## src/hdl/slcm_pkg.sv

```systemverilog
`default_nettype none
package slcm_pkg;

  localparam int LINE_BYTES = 64;
  localparam int CNT_W      = $clog2(LINE_BYTES);
  localparam int LEN_W      = 6;
  localparam int ON_LEN     = 6;
  localparam int OFF_LEN    = 7;

  localparam logic [7:0] CH_CR = 8'h0D;
  localparam logic [7:0] CH_LF = 8'h0A;

  localparam logic FUNC_BYTE    = 1'b0;
  localparam logic FUNC_CONSUME = 1'b1;

  localparam logic [1:0] CMD_NONE    = 2'd0;
  localparam logic [1:0] CMD_LED_ON  = 2'd1;
  localparam logic [1:0] CMD_LED_OFF = 2'd2;

  typedef struct packed {
    logic       func;
    logic [7:0] rx_byte;
  } in_item_t;

  typedef struct packed {
    logic [LEN_W-1:0] line_length;
    logic [1:0]       command;
  } out_item_t;

  // Beat held in the input register, handed to the core.
  typedef struct packed {
    logic     valid;
    in_item_t item;
  } stage_t;

  function automatic logic [7:0] fold_lower(logic [7:0] c);
    logic [7:0] r;
    r = c;
    if (c >= 8'h41 && c <= 8'h5A) begin
      r = c + 8'd32;
    end
    return r;
  endfunction

  function automatic logic [7:0] word_on_char(logic [2:0] i);
    logic [7:0] r;
    unique case (i)
      3'd0:    r = 8'h6C; // l
      3'd1:    r = 8'h65; // e
      3'd2:    r = 8'h64; // d
      3'd3:    r = 8'h20;
      3'd4:    r = 8'h6F; // o
      3'd5:    r = 8'h6E; // n
      default: r = 8'h00;
    endcase
    return r;
  endfunction

  function automatic logic [7:0] word_off_char(logic [2:0] i);
    logic [7:0] r;
    unique case (i)
      3'd0:    r = 8'h6C; // l
      3'd1:    r = 8'h65; // e
      3'd2:    r = 8'h64; // d
      3'd3:    r = 8'h20;
      3'd4:    r = 8'h6F; // o
      3'd5:    r = 8'h66; // f
      3'd6:    r = 8'h66; // f
      default: r = 8'h00;
    endcase
    return r;
  endfunction

endpackage
`default_nettype wire

```

## src/hdl/serial_line_command_matcher_top.sv

```systemverilog
// Serial line command matcher.
// The input channel carries one beat per received character (func = 0) or
// a consume request (func = 1). Characters build a line of up to
// LINE_BYTES - 1 characters; CR or LF ends it, and an LF right after a CR
// is ignored. A consume of a ready line gives one result beat with the
// line length and the command code (led on / led off, case-insensitive);
// a consume with no ready line gives nothing.
// A beat accepted at an edge is held in the input register, and the core
// updates the line state and loads the output register from it once the
// core is not blocked by a waiting result. So a consume beat's result
// passes the input register and then the output register before out_valid
// rises. One beat can be accepted every cycle while no result is held
// back by out_stall; the single pass through the core sets that rate.
// Reset (rst_n low, synchronous) empties the line and clears the ready
// flag and both valid registers. When out_stall holds a waiting result,
// the input register keeps its beat and in_stall rises; one more beat can
// still enter while the input register is empty.
`default_nettype none
module serial_line_command_matcher_top (
  input  wire logic                clk,
  input  wire logic                rst_n,
  input  wire logic                in_valid,
  output logic                     in_stall,
  input  wire slcm_pkg::in_item_t  in_item,
  output logic                     out_valid,
  input  wire logic                out_stall,
  output slcm_pkg::out_item_t      out_item
);
  import slcm_pkg::*;

  stage_t stage;
  logic   blocked;

  slcm_in_reg u_in_reg (
    .clk      (clk),
    .rst_n    (rst_n),
    .in_valid (in_valid),
    .in_stall (in_stall),
    .in_item  (in_item),
    .blocked  (blocked),
    .stage    (stage)
  );

  slcm_core u_core (
    .clk       (clk),
    .rst_n     (rst_n),
    .stage     (stage),
    .blocked   (blocked),
    .out_valid (out_valid),
    .out_stall (out_stall),
    .out_item  (out_item)
  );
endmodule
`default_nettype wire

```

## src/hdl/slcm_in_reg.sv

```systemverilog
`default_nettype none
module slcm_in_reg (
  input  wire logic              clk,
  input  wire logic              rst_n,
  input  wire logic              in_valid,
  output logic                   in_stall,
  input  wire slcm_pkg::in_item_t in_item,
  input  wire logic              blocked,
  output slcm_pkg::stage_t       stage
);
  import slcm_pkg::*;

  logic     valid_r, valid_nxt;
  in_item_t item_r, item_nxt;

  // The held beat only waits when the core cannot take it this cycle.
  assign in_stall = valid_r && blocked;

  always_comb begin
    valid_nxt = valid_r;
    item_nxt  = item_r;
    if (!in_stall) begin
      valid_nxt = in_valid;
      if (in_valid) begin
        item_nxt = in_item;
      end
    end
  end

  always_ff @(posedge clk) begin
    if (!rst_n) begin
      valid_r <= 1'b0;
    end else begin
      valid_r <= valid_nxt;
    end
    item_r <= item_nxt;
  end

  assign stage.valid = valid_r;
  assign stage.item  = item_r;
endmodule
`default_nettype wire

```

## src/hdl/slcm_core.sv

```systemverilog
`default_nettype none
module slcm_core (
  input  wire logic             clk,
  input  wire logic             rst_n,
  input  wire slcm_pkg::stage_t stage,
  output logic                  blocked,
  output logic                  out_valid,
  input  wire logic             out_stall,
  output slcm_pkg::out_item_t   out_item
);
  import slcm_pkg::*;

  logic [CNT_W-1:0] count_r, count_nxt;
  logic             ready_r, ready_nxt;
  logic             last_cr_r, last_cr_nxt;
  logic             on_ok_r, on_ok_nxt;
  logic             off_ok_r, off_ok_nxt;
  logic             out_valid_r, out_valid_nxt;
  out_item_t        out_item_r, out_item_nxt;

  logic             adv;
  logic             load;
  logic [7:0]       c;
  logic [7:0]       fc;
  logic [1:0]       cmd;

  assign blocked = out_valid_r && out_stall;
  assign adv     = stage.valid && !blocked;
  assign c       = stage.item.rx_byte;
  assign fc      = fold_lower(c);
  assign load    = adv && (stage.item.func == FUNC_CONSUME) && ready_r;

  // The line is compared one character at a time as it is stored, so only
  // the length check is left for the consume beat.
  always_comb begin
    priority if (on_ok_r && count_r == CNT_W'(ON_LEN)) begin
      cmd = CMD_LED_ON;
    end else if (off_ok_r && count_r == CNT_W'(OFF_LEN)) begin
      cmd = CMD_LED_OFF;
    end else begin
      cmd = CMD_NONE;
    end
  end

  always_comb begin
    count_nxt    = count_r;
    ready_nxt    = ready_r;
    last_cr_nxt  = last_cr_r;
    on_ok_nxt    = on_ok_r;
    off_ok_nxt   = off_ok_r;
    out_item_nxt = out_item_r;
    out_valid_nxt = out_valid_r && out_stall;
    if (load) begin
      out_valid_nxt            = 1'b1;
      out_item_nxt.line_length = LEN_W'(count_r);
      out_item_nxt.command     = cmd;
      ready_nxt                = 1'b0;
      count_nxt                = '0;
      on_ok_nxt                = 1'b1;
      off_ok_nxt               = 1'b1;
    end else if (adv && stage.item.func == FUNC_BYTE) begin
      last_cr_nxt = (c == CH_CR);
      if (!ready_r) begin
        if (c == CH_CR || c == CH_LF) begin
          // An LF that follows a CR belongs to the line the CR ended.
          if (!(c == CH_LF && last_cr_r)) begin
            ready_nxt = 1'b1;
          end
        end else if (count_r < CNT_W'(LINE_BYTES - 1)) begin
          count_nxt  = count_r + 1'b1;
          on_ok_nxt  = on_ok_r && (count_r >= CNT_W'(ON_LEN) ||
                                   fc == word_on_char(count_r[2:0]));
          off_ok_nxt = off_ok_r && (count_r >= CNT_W'(OFF_LEN) ||
                                    fc == word_off_char(count_r[2:0]));
        end
      end
    end
  end

  always_ff @(posedge clk) begin
    if (!rst_n) begin
      count_r     <= '0;
      ready_r     <= 1'b0;
      last_cr_r   <= 1'b0;
      on_ok_r     <= 1'b1;
      off_ok_r    <= 1'b1;
      out_valid_r <= 1'b0;
    end else begin
      count_r     <= count_nxt;
      ready_r     <= ready_nxt;
      last_cr_r   <= last_cr_nxt;
      on_ok_r     <= on_ok_nxt;
      off_ok_r    <= off_ok_nxt;
      out_valid_r <= out_valid_nxt;
    end
    out_item_r <= out_item_nxt;
  end

  assign out_valid = out_valid_r;
  assign out_item  = out_item_r;
endmodule
`default_nettype wire

```

## config.mk

```make
export PLATFORM = sky130hd
export DESIGN_NAME = serial_line_command_matcher_top
export DESIGN_NICKNAME = d
export VERILOG_FILES = /design/src/hdl/slcm_pkg.sv /design/src/hdl/serial_line_command_matcher_top.sv /design/src/hdl/slcm_in_reg.sv /design/src/hdl/slcm_core.sv
export SDC_FILE = /design/constraint.sdc
export NUM_CORES = 1
export LEC_CHECK = 0
export BUFFER_PORTS_ARGS = -buffer_cell sky130_fd_sc_hd__buf_2
export CORE_MARGIN = 2
export CORE_UTILIZATION = 50
export DETAILED_ROUTE_END_ITERATION = 16
export HOLD_SLACK_MARGIN = 0.15
export PLACE_DENSITY = 0.83
export SKIP_LAST_GASP = 1
export SLEW_MARGIN = 25
export SYNTH_ARGS = -nofsm -noshare
export SYNTH_HDL_FRONTEND = slang
export SYNTH_HIERARCHICAL = 1
export SYNTH_SLANG_ARGS = --single-unit
```

## constraint.sdc

```tcl
create_clock -name clk -period 2 [get_ports clk]
set_input_delay 0.4 -clock clk [delete_from_list [all_inputs] [get_ports clk]]
set_output_delay 0.4 -clock clk [all_outputs]
set_load 0.1 [all_outputs]
```

==> PnR_summary.wiki <==
{| class="wikitable"
! Metric !! Value
|-
| Most common cell after layout, fill and taps aside || buf_2
|-
| Half-perimeter wire length after detailed placement || 2.035 mm
|-
| RSZ-0062 raised after global routing || no
|-
| Seq/Total Area, Yosys || 0.5068
|-
| Number of enable flip-flop cells after synthesis || 17
|-
| Top-Level Pins || 23
|-
| Routed wl met2 || 1.353 mm
|-
| Routed metal-1 wirelength || 1.107 mm
|-
| End point of the worst hold path || u_in_reg/stage[4]
|-
| CP max stage cell || or4_1
|-
| Number of fill cells in the layout || ~220
|-
| Worst Hold Path Cells || 1
|-
| Register clock-pin slew on the reported worst setup and hold paths || approximately 0.090 ns
|-
| Clock tree from TritonCTS || yes
|-
| Highest Clock Rate || around 540 MHz
|-
| Vertical extent of the die || between 50 and 60 µm
|-
| Weighted congestion at the end of routability-driven global placement || ~0.84
|-
| Proportion of register bits with asynchronous set or reset after synthesis || 0
|-
| Power per Cell Area || ~700 nW/µm²
|-
| Count of distinct cell types in the synthesized netlist || 47
|-
| Cell count after synthesis || about 140
|-
| Multi-input logic area || about 700 µm²
|-
| Total clock buffers created by CTS || 5
|-
| Overall Power || between 0.001 and 0.0015 W
|-
| H-tree level count || 2
|-
| Hold Crit Class || in2reg
|-
| Critical path capture point type || flop
|-
| Final hold violations || 0
|-
| Register cell area after layout || between 700 and 800 µm²
|-
| LEAKAGE || 0.6773 nW
|-
| Area share of the leading cell type in the synthesized netlist || 0.3446
|-
| Clk_lat worst skew || 0.33 ns
|-
| Routed length on met3 || ~120 µm
|-
| Biggest area contributors in the synthesized netlist || edfxtp_1 (34%), dfxtp_1 (16%), ha_1 (4.2%)
|-
| Startpoint type of the worst setup path || flop
|-
| GRT Overall Usage || 0.1787
|-
| DRT Pass-1 Iters || 4
|-
| Global-route wire length before repair || about 4.4 mm
|-
| Die Wd || slightly below 60 µm
|-
| Buffer levels on the longest clock path || 2
|-
| Vias post-DR || 1141
|-
| Standard cell area after detailed placement || about 1700 µm²
|-
| Sequence of cells on the critical path || inv_2 -> ha_1 -> or4_1 -> o21ai_0 -> and2b_1 -> o2111ai_1 -> o31ai_1
|-
| Sum of negative setup slack || 0 ns
|-
| Classification of the worst setup path || reg2reg
|-
| Biggest fanout along the worst timing path || 9
|-
| Worst rel slew slack || 0.6786
|-
| Register-to-register setup slack || around 0.13 ns
|-
| Maximum resistive drop on vdd || around 0.65 mV
|-
| Standard-cell rows || 19
|-
| Share of final-layout standard cells stronger than drive strength 1 || 0.2874
|-
| Worst Max-Slew Pin Slew || approximately 0.49 ns
|-
| Yosys Warn Count || 6
|-
| Top library cells by usage in the layout, fill and taps aside || buf_2 (21), edfxtp_1 (17), nor2_1 (14), nand2_1 (10), dfxtp_1 (9)
|-
| Data required time of the worst path || about 2.3 ns
|-
| Net count reported at finish || 191
|-
| Max-capacitance violation count || 0
|-
| Endpoint of the worst register-to-register path || u_core/off_ok_r
|-
| Top sig layer || met4
|-
| Start point of the worst min-delay path || in_item[4]
|-
| Remaining number of nets flagged by the antenna check after routing || 0
|-
| Total global routing overflow || 0
|-
| Detail-routed net length per standard cell || ~13 µm
|-
| Crit Reg-Reg Startpoint || u_core/count_r[1]
|-
| Via count of the first global-routing pass || ~1.1k
|-
| Total of buffers placed on input and output ports || 22
|-
| Arrival @ worst endpoint || 2.12 ns
|-
| Post-CTS setup buffer count || 0
|-
| Clock root cell || clkbuf_4
|-
| Number of vias per cell || between 5 and 6
|-
| Number of design-rule violations left by the first detailed-router iteration || 19
|-
| # setup viols final || 0
|-
| Share of the clock period used by the worst path after layout || 0.9328
|-
| Effective utilization at floorplan || 0.5326
|-
| Syn-to-layout area delta || 20.19%
|-
| Initial antenna violation count || 0
|-
| Die area || approximately 3400 µm²
|-
| # diodes || 0
|-
| Final-report max-slew violation count || 0
|-
| Design Area, Final || about 1800 µm²
|-
| Post-detailed-route DRC marker count || 0
|-
| Wire length reported by the detailed router || 2.661 mm
|-
| Synthesized area per cell || 10.66 µm²
|-
| Dominant register cell in the synthesized netlist || edfxtp_1
|-
| Core area || around 2800 µm²
|-
| Count of state elements after synthesis || 29
|-
| Run status || finished, final reports clean
|-
| Largest stage delay, worst path || roughly 0.51 ns
|-
| R2R depth || 7
|-
| Period minus WS final || roughly 1.9 ns
|-
| Yosys top cell by area || edfxtp_1
|-
| Pin count of the biggest net entering global routing || 14
|-
| Syn Nets || roughly 160
|-
| Clock sink count || 29
|-
| Clock Skews || 0.009047 ns
|-
| Total standard cell area after synthesis || roughly 1500 µm²
|}
-- per-stage QoR --
step	instances	setup WS, ns	util	hold slack, ns
CTS	205	0.05183	0.6361	0.2248
global route	205	0.007839	0.6401	0.2195
floorplan	139	0.1389	-	0.4339
finish	205	0.1343	0.6401	0.2394
detailed placement	197	0.07288	0.6055	0.4928
global placement	197	0.1013	0.6055	0.4755
-- worst max-delay path: cells and delay by family (launching register included) --
family                   cells  cell delay (ns)
AO/OA/AOI/OAI                3             0.42
adder cells (fa/ha/maj)      1             0.23
buffers and inverters        1             0.07
flip-flops                   1             0.42
AND/OR/NAND/NOR              2             0.65
-- registers in the layout (all words and copies together) (netlist names) --
register and cells:
u_core/out_valid 1, u_in_reg/valid_r 1, u_core/ready_r 1, u_core/last_cr_r 1
u_core/off_ok_r 1, u_core/on_ok_r 1, u_core/out_item 8, u_in_reg/stage 9
u_core/count_r 6
-- timing repair --
action,4_1_cts,5_1_grt
hold buffers,0,0
hold endpoints to repair,0,0
endpoints found under the setup margin,0,1
resized for setup,0,4
-- worst max path at each step --
| stage | start | to | slack (ns) | depth (start not counted) |
|---|---|---|---|---|
| floorplan | u_core/out_valid | u_in_reg/stage[0] | 0.14 | 4 |
| global placement | u_core/count_r[0] | u_core/off_ok_r | 0.10 | 7 |
| detailed placement | u_core/count_r[0] | u_core/off_ok_r | 0.07 | 7 |
| CTS | u_core/count_r[0] | u_core/off_ok_r | 0.05 | 7 |
| global route | u_core/count_r[1] | u_core/off_ok_r | 0.008 | 7 |
| finish | u_core/count_r[1] | u_core/off_ok_r | 0.13 | 7 |
-- where the power goes --
part	switching, W	internal [W]
logic	0.0000487	0.0000464
clock network	0.000200	0.000298
registers	0.0000146	0.000645
total	0.000263	0.000990
-- final cells by class --
| type | count | share of cell area |
|---|---|---|
| timing repair buffer | 30 | 0.1040 |
| tap | 31 | 0.02178 |
| sequential | 29 | 0.4238 |
| clock buffer | 7 | 0.03092 |
| multi-input combinational | 102 | 0.3921 |
| inverter | 5 | 0.01054 |
| clock inverter | 1 | 0.01687 |
-- logic make-up after synthesis --
kind of cell               count (synthesis)  synth area share
AOI/OAI and AO/OA                         29            0.1453
xor gates and xnor gates                   9           0.05321
adders and majority gates                  5           0.04223
buffers and inverters                      8           0.02787
DFF                                       29            0.5068
muxes                                      2           0.01351
and+or+nand+nor                           57            0.2112
-- Yosys cell counts (2+ instances only) --
| library cell | instances |
|---|---|
| mux2i_1 | 2 |
| xnor2_1 | 2 |
| nand2b_1 | 2 |
| nor3_1 | 2 |
| nand4b_1 | 2 |
| nand3_1 | 7 |
| ha_1 | 5 |
| or4_1 | 2 |
| o31ai_1 | 3 |
| dfxtp_1 | 12 |
| edfxtp_1 | 17 |
| a21boi_0 | 2 |
| inv_1 | 4 |
| nand2_1 | 10 |
| nor2_1 | 14 |
| and2_1 | 4 |
| nand4_1 | 2 |
| o211ai_1 | 2 |
| o21ai_0 | 6 |
| xor2_1 | 7 |
| a21oi_1 | 6 |
-- per-layer routing --
layer / track usage / up-vias
met5: 0 / -
met3: 0.05495 / 10
li1: - / 577
met2: 0.3018 / 28
met1: 0.1867 / 526
met4: 0.1296 / 0
Note: power is estimated with default switching activity, not from simulation.
